==> src/hw/rtl/deq_pkg.sv <==
// Shared types and constants for the double-ended queue.
package deq_pkg;

  // Field widths fixed by the interface.
  localparam int unsigned DATA_W           = 32;
  localparam int unsigned ACTION_W         = 2;
  localparam int unsigned OCC_W            = 5;
  localparam int unsigned DEFAULT_CAPACITY = 16;

  // Operation codes carried on the action field.
  typedef enum logic [ACTION_W-1:0] {
    ACT_INS_FRONT = 2'd0,
    ACT_INS_REAR  = 2'd1,
    ACT_DEL_FRONT = 2'd2,
    ACT_DEL_REAR  = 2'd3
  } deq_action_e;

  // Commands from the controller to the datapath.
  typedef struct packed {
    logic accept;   // an input transfer happens this cycle
    logic capture;  // memory read data is valid this cycle
  } deq_cmd_t;

  // Status from the datapath to the controller.
  typedef struct packed {
    logic need_read;  // the accepted operation must refetch an end entry
  } deq_status_t;

endpackage

==> src/hw/rtl/deq_ram.sv <==
// Generic single-write, single-read RAM with registered read data.
module deq_ram #(
  parameter int unsigned WIDTH = 32,
  parameter int unsigned DEPTH = 16
) (
  input  logic                     clk_i,
  input  logic                     we_i,
  input  logic [$clog2(DEPTH)-1:0] waddr_i,
  input  logic [WIDTH-1:0]         wdata_i,
  input  logic                     re_i,
  input  logic [$clog2(DEPTH)-1:0] raddr_i,
  output logic [WIDTH-1:0]         rdata_o
);

  logic [WIDTH-1:0] mem_q [DEPTH];
  logic [WIDTH-1:0] rdata_q;

  // Write port.
  always_ff @(posedge clk_i) begin
    if (we_i) begin
      mem_q[waddr_i] <= wdata_i;
    end
  end

  // Registered read port.
  always_ff @(posedge clk_i) begin
    if (re_i) begin
      rdata_q <= mem_q[raddr_i];
    end
  end

  assign rdata_o = rdata_q;

endmodule

==> src/hw/rtl/deq_ctrl.sv <==
// Controller state machine that sequences one queue operation at a time.
module deq_ctrl (
  input  logic                 clk_i,
  input  logic                 rst_ni,
  input  logic                 in_valid_i,
  output logic                 in_stall_o,
  output logic                 out_valid_o,
  input  logic                 out_stall_i,
  input  deq_pkg::deq_status_t status_i,
  output deq_pkg::deq_cmd_t    cmd_o
);
  import deq_pkg::*;

  typedef enum logic [1:0] {
    ST_IDLE,
    ST_READ,
    ST_OUT
  } state_e;

  state_e state_q;
  logic   in_stall_q;
  logic   out_valid_q;
  logic   accept;

  // An input transfer is taken only while idle.
  assign accept = (state_q == ST_IDLE) && in_valid_i && !in_stall_q;

  // State and registered handshake outputs.
  always_ff @(posedge clk_i or negedge rst_ni) begin
    if (!rst_ni) begin
      state_q     <= ST_IDLE;
      in_stall_q  <= 1'b0;
      out_valid_q <= 1'b0;
    end else begin
      case (state_q)
        ST_IDLE: begin
          if (accept) begin
            in_stall_q <= 1'b1;
            if (status_i.need_read) begin
              state_q <= ST_READ;
            end else begin
              state_q     <= ST_OUT;
              out_valid_q <= 1'b1;
            end
          end
        end
        ST_READ: begin
          state_q     <= ST_OUT;
          out_valid_q <= 1'b1;
        end
        ST_OUT: begin
          if (!out_stall_i) begin
            state_q     <= ST_IDLE;
            out_valid_q <= 1'b0;
            in_stall_q  <= 1'b0;
          end
        end
        default: begin
          state_q     <= ST_IDLE;
          out_valid_q <= 1'b0;
          in_stall_q  <= 1'b0;
        end
      endcase
    end
  end

  assign cmd_o.accept  = accept;
  assign cmd_o.capture = (state_q == ST_READ);
  assign in_stall_o    = in_stall_q;
  assign out_valid_o   = out_valid_q;

endmodule

==> src/hw/rtl/deq_datapath.sv <==
// Datapath: ring storage, head and count registers, cached end values.
module deq_datapath #(
  parameter int unsigned CAPACITY = deq_pkg::DEFAULT_CAPACITY
) (
  input  logic                                clk_i,
  input  logic                                rst_ni,
  input  deq_pkg::deq_cmd_t                   cmd_i,
  output deq_pkg::deq_status_t                status_o,
  input  logic [deq_pkg::ACTION_W-1:0]        action_i,
  input  logic signed [deq_pkg::DATA_W-1:0]   value_i,
  output logic signed [deq_pkg::DATA_W-1:0]   removed_value_o,
  output logic                                status_bit_o,
  output logic signed [deq_pkg::DATA_W-1:0]   front_value_o,
  output logic signed [deq_pkg::DATA_W-1:0]   rear_value_o,
  output logic [deq_pkg::OCC_W-1:0]           occupancy_o,
  output logic                                is_empty_o,
  output logic                                is_full_o
);
  import deq_pkg::*;

  localparam int unsigned IDX_W = $clog2(CAPACITY);
  localparam int unsigned CNT_W = $clog2(CAPACITY + 1);
  localparam int unsigned SUM_W = IDX_W + 1;

  // Ring slot of base plus offset, both below the capacity.
  function automatic logic [IDX_W-1:0] wrap_add(input logic [IDX_W-1:0] base,
                                                input logic [IDX_W-1:0] off);
    logic [SUM_W-1:0] sum;
    sum = {1'b0, base} + {1'b0, off};
    if (sum >= SUM_W'(CAPACITY)) begin
      sum = sum - SUM_W'(CAPACITY);
    end
    return sum[IDX_W-1:0];
  endfunction

  logic [IDX_W-1:0]         head_q, head_d;
  logic [CNT_W-1:0]         count_q, count_d;
  logic signed [DATA_W-1:0] front_q, front_d;
  logic signed [DATA_W-1:0] rear_q, rear_d;
  logic signed [DATA_W-1:0] removed_q, removed_d;
  logic                     reject_q, reject_d;
  logic                     rd_front_q, rd_front_d;

  logic                     full, empty;
  logic [IDX_W-1:0]         head_dec, head_inc;
  logic                     we;
  logic [IDX_W-1:0]         waddr;
  logic                     need_read;
  logic [IDX_W-1:0]         raddr;
  logic [DATA_W-1:0]        rdata;

  assign full     = (count_q == CNT_W'(CAPACITY));
  assign empty    = (count_q == '0);
  assign head_dec = (head_q == '0) ? IDX_W'(CAPACITY - 1) : head_q - IDX_W'(1);
  assign head_inc = (head_q == IDX_W'(CAPACITY - 1)) ? '0 : head_q + IDX_W'(1);

  // Operation decode: next head, count, cached ends, memory write and refetch.
  always_comb begin
    head_d     = head_q;
    count_d    = count_q;
    front_d    = front_q;
    rear_d     = rear_q;
    removed_d  = '0;
    reject_d   = 1'b0;
    rd_front_d = rd_front_q;
    we         = 1'b0;
    waddr      = head_dec;
    need_read  = 1'b0;
    raddr      = head_inc;
    case (deq_action_e'(action_i))
      ACT_INS_FRONT: begin
        if (full) begin
          reject_d = 1'b1;
        end else begin
          head_d  = head_dec;
          count_d = count_q + CNT_W'(1);
          we      = 1'b1;
          waddr   = head_dec;
          front_d = value_i;
          if (empty) begin
            rear_d = value_i;
          end
        end
      end
      ACT_INS_REAR: begin
        if (full) begin
          reject_d = 1'b1;
        end else begin
          count_d = count_q + CNT_W'(1);
          we      = 1'b1;
          waddr   = wrap_add(head_q, IDX_W'(count_q));
          rear_d  = value_i;
          if (empty) begin
            front_d = value_i;
          end
        end
      end
      ACT_DEL_FRONT: begin
        if (empty) begin
          reject_d = 1'b1;
        end else begin
          removed_d  = front_q;
          head_d     = head_inc;
          count_d    = count_q - CNT_W'(1);
          need_read  = (count_q > CNT_W'(1));
          raddr      = head_inc;
          rd_front_d = 1'b1;
        end
      end
      ACT_DEL_REAR: begin
        if (empty) begin
          reject_d = 1'b1;
        end else begin
          removed_d  = rear_q;
          count_d    = count_q - CNT_W'(1);
          need_read  = (count_q > CNT_W'(1));
          raddr      = wrap_add(head_q, IDX_W'(count_q - CNT_W'(2)));
          rd_front_d = 1'b0;
        end
      end
      default: begin
        reject_d = 1'b1;
      end
    endcase
  end

  assign status_o.need_read = need_read;

  // Entry storage.
  deq_ram #(
    .WIDTH (DATA_W),
    .DEPTH (CAPACITY)
  ) u_ram (
    .clk_i   (clk_i),
    .we_i    (cmd_i.accept && we),
    .waddr_i (waddr),
    .wdata_i (value_i),
    .re_i    (cmd_i.accept && need_read),
    .raddr_i (raddr),
    .rdata_o (rdata)
  );

  // Ring pointers.
  always_ff @(posedge clk_i or negedge rst_ni) begin
    if (!rst_ni) begin
      head_q  <= '0;
      count_q <= '0;
    end else if (cmd_i.accept) begin
      head_q  <= head_d;
      count_q <= count_d;
    end
  end

  // Result and cached end values; a refetched end is loaded from the registered read data on capture.
  always_ff @(posedge clk_i) begin
    if (cmd_i.accept) begin
      front_q    <= front_d;
      rear_q     <= rear_d;
      removed_q  <= removed_d;
      reject_q   <= reject_d;
      rd_front_q <= rd_front_d;
    end else if (cmd_i.capture) begin
      if (rd_front_q) begin
        front_q <= rdata;
      end else begin
        rear_q <= rdata;
      end
    end
  end

  // Result fields; end values read as zero when the queue is empty.
  assign removed_value_o = removed_q;
  assign status_bit_o    = reject_q;
  assign front_value_o   = empty ? '0 : front_q;
  assign rear_value_o    = empty ? '0 : rear_q;
  assign occupancy_o     = OCC_W'(count_q);
  assign is_empty_o      = empty;
  assign is_full_o       = full;

endmodule

==> src/hw/rtl/double_ended_queue.sv <==
// Top level of the bounded double-ended queue of signed 32-bit values.
// Inserts, rejected operations and deletes that empty the queue go straight to the output state,
// while deletes that leave entries first pass through a read state for the memory read of the new end.
// The queue takes one operation at a time: the input stays stalled until the result is taken.
// The ring memory has a single registered read port, which is why such deletes need the read state.
// Reset clears head and count, so the queue starts empty; the memory itself is not cleared.
module double_ended_queue #(
  parameter int unsigned CAPACITY = deq_pkg::DEFAULT_CAPACITY
) (
  input  logic                                clk_i,
  input  logic                                rst_ni,
  input  logic                                in_valid_i,
  output logic                                in_stall_o,
  input  logic [deq_pkg::ACTION_W-1:0]        action_i,
  input  logic signed [deq_pkg::DATA_W-1:0]   value_i,
  output logic                                out_valid_o,
  input  logic                                out_stall_i,
  output logic signed [deq_pkg::DATA_W-1:0]   removed_value_o,
  output logic                                status_o,
  output logic signed [deq_pkg::DATA_W-1:0]   front_value_o,
  output logic signed [deq_pkg::DATA_W-1:0]   rear_value_o,
  output logic [deq_pkg::OCC_W-1:0]           occupancy_o,
  output logic                                is_empty_o,
  output logic                                is_full_o
);
  import deq_pkg::*;

  deq_cmd_t    cmd;
  deq_status_t dp_status;

  // Sequencing of transfers and memory reads.
  deq_ctrl u_ctrl (
    .clk_i       (clk_i),
    .rst_ni      (rst_ni),
    .in_valid_i  (in_valid_i),
    .in_stall_o  (in_stall_o),
    .out_valid_o (out_valid_o),
    .out_stall_i (out_stall_i),
    .status_i    (dp_status),
    .cmd_o       (cmd)
  );

  // Storage and result computation.
  deq_datapath #(
    .CAPACITY (CAPACITY)
  ) u_datapath (
    .clk_i           (clk_i),
    .rst_ni          (rst_ni),
    .cmd_i           (cmd),
    .status_o        (dp_status),
    .action_i        (action_i),
    .value_i         (value_i),
    .removed_value_o (removed_value_o),
    .status_bit_o    (status_o),
    .front_value_o   (front_value_o),
    .rear_value_o    (rear_value_o),
    .occupancy_o     (occupancy_o),
    .is_empty_o      (is_empty_o),
    .is_full_o       (is_full_o)
  );

endmodule
==> config.mk <==
export PLATFORM = sky130hd
export DESIGN_NAME = double_ended_queue
export DESIGN_NICKNAME = d
export VERILOG_FILES = /design/src/hw/rtl/deq_pkg.sv /design/src/hw/rtl/deq_ram.sv /design/src/hw/rtl/deq_ctrl.sv /design/src/hw/rtl/deq_datapath.sv /design/src/hw/rtl/double_ended_queue.sv
export SDC_FILE = /design/constraint.sdc
export NUM_CORES = 1
export LEC_CHECK = 0
export BUFFER_PORTS_ARGS = -buffer_cell sky130_fd_sc_hd__buf_2
export CORE_MARGIN = 1
export CORE_UTILIZATION = 61
export DETAILED_ROUTE_END_ITERATION = 7
export PLACE_DENSITY = 0.79
export SYNTH_ARGS = -nofsm -noshare
export SYNTH_HDL_FRONTEND = slang
export SYNTH_SLANG_ARGS = --single-unit
==> constraint.sdc <==
create_clock -name clk_i -period 5.15 [get_ports clk_i]
set_input_delay 0.2575 -clock clk_i [delete_from_list [all_inputs] [get_ports clk_i]]
set_output_delay 0.2575 -clock clk_i [all_outputs]
set_load 0.02 [all_outputs]
### After elaboration in Yosys (flattened, before gate mapping)

Memories as Yosys holds them, arrays and structs flattened. A register that Yosys moved wholly into a read port is not among the register bits.
Index checks and enable logic that the tools add are counted.

| word-level totals | value |
|---|---|
| register bits | 111 |
| RAM bits | 512 |
| word-level logic and storage cells | 118 |
| memories kept | 1 |

Memories:

| memory | depth | width | rd ports | clocked after memory_dff | wr ports | RTL line | text |
|---|---|---|---|---|---|---|---|
| u_datapath.u_ram.mem_q | 16 | 32 | 1 | 1 | 1 | deq_ram.sv:15 | `logic [WIDTH-1:0] mem_q [DEPTH];` |

| cells by class | value |
|---|---|
| add/subtract/negate cells | 9 |
| $lt $le $gt $ge | 3 |
| eq/ne operators | 21 |
| multiplexer cells | 50 |
| bitwise logic cells | 1 |
| reductions and logical operators | 23 |

Operators with widths:

| operator | count |
|---|---|
| 32-bit two-way mux | 11 |
| 32-bit one-hot mux with 2 select lines | 3 |
| 4-bit two-way mux | 10 |
| 2-bit != test, second input constant | 8 |
| 1-bit two-way mux | 14 |
| 6-bit AND reduction | 2 |
| 4-bit by 1-bit subtractor with 4-bit output, second input constant | 3 |
| 4-bit by 4-bit adder with 5-bit output | 2 |
| 5-bit >= comparator, second input constant | 2 |
| 5-bit two-way mux | 2 |
| 5-bit one-hot mux with 2 select lines | 1 |
| 3-bit AND reduction | 3 |
| 4-bit one-hot mux with 2 select lines | 1 |
| 4-bit AND reduction | 2 |
| 2-bit nonzero test | 4 |
| 2-bit equality test, second input constant | 3 |
| 2-bit two-way mux | 3 |
| 3-bit by 2-bit != test with 1-bit output, second input constant | 2 |
| 3-bit != test, second input constant | 2 |
| 1-bit one-hot mux with 3 select lines | 2 |
| 2-bit one-hot mux with 3 select lines | 1 |
| 5-bit by 1-bit adder with 5-bit output, second input constant | 1 |
| 5-bit equality test, second input constant | 1 |
| 5-bit by 1-bit > comparator with 1-bit output, second input constant | 1 |
| 16 further kinds | 23 |

### Logic depth before layout (Yosys ltp)

| logic depth | value |
|---|---|
| word-level depth | 6 |
| depth in mapped cells | 13 |
| depth with buffers taken out | 9 |

### Modules after synthesis

Synthesis repeated with hierarchy kept, for this count alone.

| unflattened totals | value |
|---|---|
| cell total of the unflattened synthesis | 1263 |
| area, all modules | 25787.2 um2 |

Modules (own cells, without submodules):

| module | times used | cells each | area an instance (um2) | sequential area each (um2) |
|---|---|---|---|---|
| deq_ram | 1 | 838 | 20155.6 | 16335.7 |
| deq_datapath | 1 | 406 | 5426.5 | 3168.0 |
| deq_ctrl | 1 | 19 | 205.2 | 100.1 |

### Worst setup path before layout

OpenSTA, ideal clock, no wires.

| timing | value |
|---|---|
| path kind | reg-to-reg |
| start point | register u_datapath.count_q[1] (netlist: u_datapath.occupancy_o[1]) |
| end point | register u_datapath.rear_q[0] (enable) |
| library setup time | 0.470 ns |
| arrival time | 4.142 ns |
| data required time | 4.680 ns |
| slack | 0.538 ns |
| cell stages (with the launch flop) | 7 |
| path buffers | 0 |
| cells stage by stage | dfrtp_1 > inv_1 > ha_1 > nor4bb_1 > or3_1 > a21boi_0 > a211oi_1 |

| between the ends | value |
|---|---|
| word-level cells in the longest chain between the ends | 3 |
| elaborated cells on any way between the ends | 6 |

RTL lines:

| element | RTL line | text |
|---|---|---|
| start: declaration | deq_datapath.sv:37 | `logic [CNT_W-1:0] count_q, count_d;` |
| start signal: assignment | deq_datapath.sv:150 | `count_q <= count_d;` |
| 5-bit equality test * | deq_datapath.sv:52 | `assign full = (count_q == CNT_W'(CAPACITY));` |
| named net is_full_o | double_ended_queue.sv:24 | `output logic is_full_o` |
| 3-bit != test (no source line) | - |  |
| 6-bit AND reduction (no source line) * | - |  |
| end signal: assignment | deq_datapath.sv:158 | `rear_q <= rear_d;` |
| end signal: assignment | deq_datapath.sv:166 | `rear_q <= rdata;` |
| end: declaration | deq_datapath.sv:39 | `logic signed [DATA_W-1:0] rear_q, rear_d;` |

Mark *: on every way through the listed nets, which the timed path passes. The rest lies on a longest branch.
A chain may end at the register's enable or synchronous reset.

### Worst setup path in the final report

| timing | value |
|---|---|
| start point | register u_datapath.count_q[1] (netlist: u_datapath.occupancy_o[1]) |
| end point | register u_datapath.u_ram.rdata_q[23] (netlist: u_datapath.u_ram.rdata_o[23]), read port of u_datapath.u_ram.mem_q (data pin) |

| between the ends | value |
|---|---|
| word-level cells in the longest chain between the ends | 6 |
| elaborated cells on any way between the ends | 12 |

RTL lines:

| element | RTL line | text |
|---|---|---|
| 4-bit by 2-bit subtractor with 4-bit output | deq_datapath.sv:117 | `raddr = wrap_add(head_q, IDX_W'(count_q - CNT_W'(2)));` |
| 4-bit by 4-bit adder with 5-bit output | deq_datapath.sv:29 | `sum = {1'b0, base} + {1'b0, off};` |
| 4-bit by 1-bit subtractor with 4-bit output / 5-bit >= comparator (equally long branches) | deq_datapath.sv:31, deq_datapath.sv:30 |  |
| 4-bit two-way mux | deq_datapath.sv:30 | `if (sum >= SUM_W'(CAPACITY)) begin` |
| 4-bit two-way mux | deq_datapath.sv:111 | `if (empty) begin` |
| 4-bit two-way mux | - |  |
| end: declaration | deq_ram.sv:16 | `logic [WIDTH-1:0] rdata_q;` |

Several ways; a longest one is shown, not always the timed one.

==> flow_summary.json <==
{
  "io_buffers": 143,
  "final_cell_count_no_fill": 2372,
  "worstSetupPathType": "flop to flop",
  "grt_pass1_vias": 15490,
  "start_util": 0.6234,
  "synth_common_cells": "edfxtp_1, nand2_1, mux2i_1",
  "cts_setup_buffers": 0,
  "ir_drop_v": 0.0004424,
  "synthFlopType": "edfxtp_1",
  "synth.avg_cell_area_um2": 17.13,
  "drc": 0,
  "cp-start-kind": "flop",
  "synth.area.top_cells": "edfxtp_1, mux4_2, mux2i_1, mux2_2, and2_1",
  "cts_hold_buf": 2,
  "tightestPinTransition_ps": 1007,
  "critPathBufInv": 3,
  "fp.dieH_um": 212.5,
  "ios": 144,
  "rrSetupSlack_ps": 1110,
  "firstDrtPassIters": 6,
  "required_ps": 5470,
  "seq_area_frac_synth": 0.7252,
  "clock-sinks": 655,
  "drive_gt1_frac": 0.2400,
  "r2r_end": "u_datapath.u_ram.rdata_o[23]",
  "design.die.area_um2": 45160,
  "synth_edf_count": 642,
  "dr.first_iter.drc_count": 1935,
  "cp_slowest_cell": "or4b_2",
  "die_w_um": 212.5,
  "path_cells": "inv_1 > ha_1 > or4b_2 > inv_4 > o21ai_1 > nand2_4 > buf_4 > mux4_2 > a22oi_1 > nand3_1",
  "cts_made_buffers": 66,
  "tns_ps": 0,
  "grt_max_degree": 67,
  "postSynthCellCount": 1578,
  "synth.distinct_cells": 57,
  "core_area_um2": 43360,
  "syn_to_final_growth_pct": 13.70,
  "drv_cap": 0,
  "dp.cells": 2249,
  "syn_area_um2": 27030,
  "ys_async_sr_fraction": 0.01985,
  "place.gp.congestion": 0.8007,
  "reg2regPathDepth": 10,
  "rr_startpoint": "u_datapath.occupancy_o[1]",
  "crit_arrival_ps": 4360,
  "finalSetupViolations": 0,
  "cp-end-kind": "flop",
  "cpPeakStageDelay_ps": 750,
  "cts_tree": "yes",
  "synth_nets": 1631,
  "grt_pass1_wl_um": 93640,
  "hold_viol_final": 0,
  "nets": 1787,
  "clock_latency_ps": 590,
  "finish.instance_area_um2": 30730,
  "clock_skew_ps": 21.51,
  "p_leak_nw": 10.47,
  "fin_crit_sh": 0.7854,
  "yosysTopAreaCell": "edfxtp_1",
  "placement.cell_area_um2": 28620,
  "slew_headroom": 0.3288,
  "grt_antenna_before_repair": 3,
  "vias": 15450,
  "status": "finished clean",
  "p_per_area_nw_per_um2": 569.4,
  "critPathLaunch": "u_datapath.occupancy_o[1]",
  "maxSlewViolCount": 0,
  "worstSetupEndpoint": "u_datapath.u_ram.rdata_o[23]",
  "drt-wirelength-per-cell_um": 26.60,
  "cts_buffer_depth": 3,
  "grt_setup_unrepaired": "false",
  "timing.fmax_mhz": 247.2,
  "place_hpwl_um": 35540,
  "ys_warn_count": 0,
  "cts.repair.resized": 0,
  "wl_um": 63100,
  "worstPathMaxFanout": 43,
  "yosysTopAreaCellShare": 0.7132,
  "clkTransAtPathRegs_ps": 60,
  "core.rowCount": 76,
  "root_buffer": "clkbuf_16",
  "synth.ff_latch_count": 655,
  "cts_max_level": 3,
  "min_period_ps": 4045,
  "cp.depth": 10,
  "grt_usage": 0.2853,
  "overflow": 0,
  "p_total_w": 0.01750,
  "min_path_type": "input port to flop",
  "yosysMostFrequentCell": "edfxtp_1",
  "ant_nets": 0,
  "routed_via_density": 6.514,
  "crit_family": "simple AND/OR/NAND/NOR gates"
}
-- metrics by stage --
stage	util	setup slack, ps	hold slack [ps]
final	0.7088	1105	68.68
after global routing	0.7087	883.6	60.82
after CTS	0.7084	1152	39.07
after detailed placement	0.6599	1168	166.8
after global placement	0.6599	1294	162.5
after floorplan	-	537.8	-38.09
-- where the power goes --
group          switching, W  internal (W)
Clock               0.00193       0.00271
Combinational       0.00397       0.00251
Sequential         0.000134       0.00625
Total               0.00604        0.0115
-- worst reg2reg max path: stages (launching register included) --
cell and delay, ps:
dfrtp_1 450, inv_1 240, ha_1 250, or4b_2 760
inv_4 170, o21ai_1 150, nand2_4 600, buf_4 460
mux4_2 370, a22oi_1 250, nand3_1 110
-- flip-flops by register name, indices dropped and copies added, names as in the netlist, 2 cells and up --
name                        count
u_datapath.front_q             32
u_datapath.removed_value_o     32
u_ctrl.state_q                  2
u_datapath.u_ram.rdata_o       32
u_datapath.u_ram.mem_q        512
u_datapath.head_q               4
u_datapath.rear_q              32
u_datapath.occupancy_o          5
-- how the worst min path moves through the flow --
| stage | start | endpoint | cells past startpoint | slack, ps |
|---|---|---|---|---|
| after CTS | value_i[25] | u_datapath.u_ram.mem_q[11][25] | 1 | 40 |
| after global routing | value_i[16] | u_datapath.u_ram.mem_q[13][16] | 1 | 60 |
| final | value_i[16] | u_datapath.u_ram.mem_q[1][16] | 1 | 70 |
| after floorplan | rst_ni | u_ctrl.in_stall_o | 0 | -40 |
| after global placement | rst_ni | u_datapath.occupancy_o[4] | 1 | 160 |
| after detailed placement | rst_ni | u_datapath.occupancy_o[4] | 1 | 170 |
-- layout make-up --
type                    instances  area, µm²
flip-flops and latches        655      19600
fillers                      2649      12630
multi-input cells             805       7092
clock buffers                  81       1782
repair buffers                191       1156
well taps                     585      732.0
clock inverters                36      300.3
inverters                      15      58.81
diodes                          4      10.01
-- per-layer routing --
layer | wire (µm) | up-vias | share of wire | track usage
met5 | 0 | - | 0 | 0
met4 | 1869 | 0 | 0.030 | 0.1131
met3 | 7305 | 155 | 0.12 | 0.07622
met2 | 30290 | 949 | 0.48 | 0.4581
met1 | 23640 | 7764 | 0.37 | 0.3736
li1 | - | 6584 | - | -
-- cell families (layout without fill, tap and decap cells) --
family | after synthesis | in the layout | share of synthesized area
xor+xnor | 16 | 16 | 0.005184
mux | 227 | 227 | 0.1157
fa+ha+maj | 15 | 15 | 0.007499
compound gates | 231 | 231 | 0.06823
other cells | 0 | 4 | 0
simple gates | 316 | 316 | 0.05832
buf+inv | 118 | 323 | 0.01986
flops | 655 | 655 | 0.7252
-- placed cells by master (no fill, tap or decap), types with 11 or more instances in the layout --
cell type,synthesis,final
a211oi_1,33,32
a21boi_0,34,34
a221o_1,32,32
a22oi_1,31,31
a32oi_1,31,31
and2_1,86,85
buf_2,10,143
buf_4,4,40
clkbuf_1,73,11
clkbuf_16,0,69
clkinv_1,1,19
dfrtp_1,13,13
edfxtp_1,642,642
ha_1,13,11
inv_1,12,12
mux2_2,53,53
mux2i_1,111,111
mux4_2,63,63
nand2_1,118,117
nand3_1,38,38
nor2_1,29,12
nor2_4,0,17
nor2b_1,18,18
o211ai_1,31,31
(Power assumes the default switching activity.)
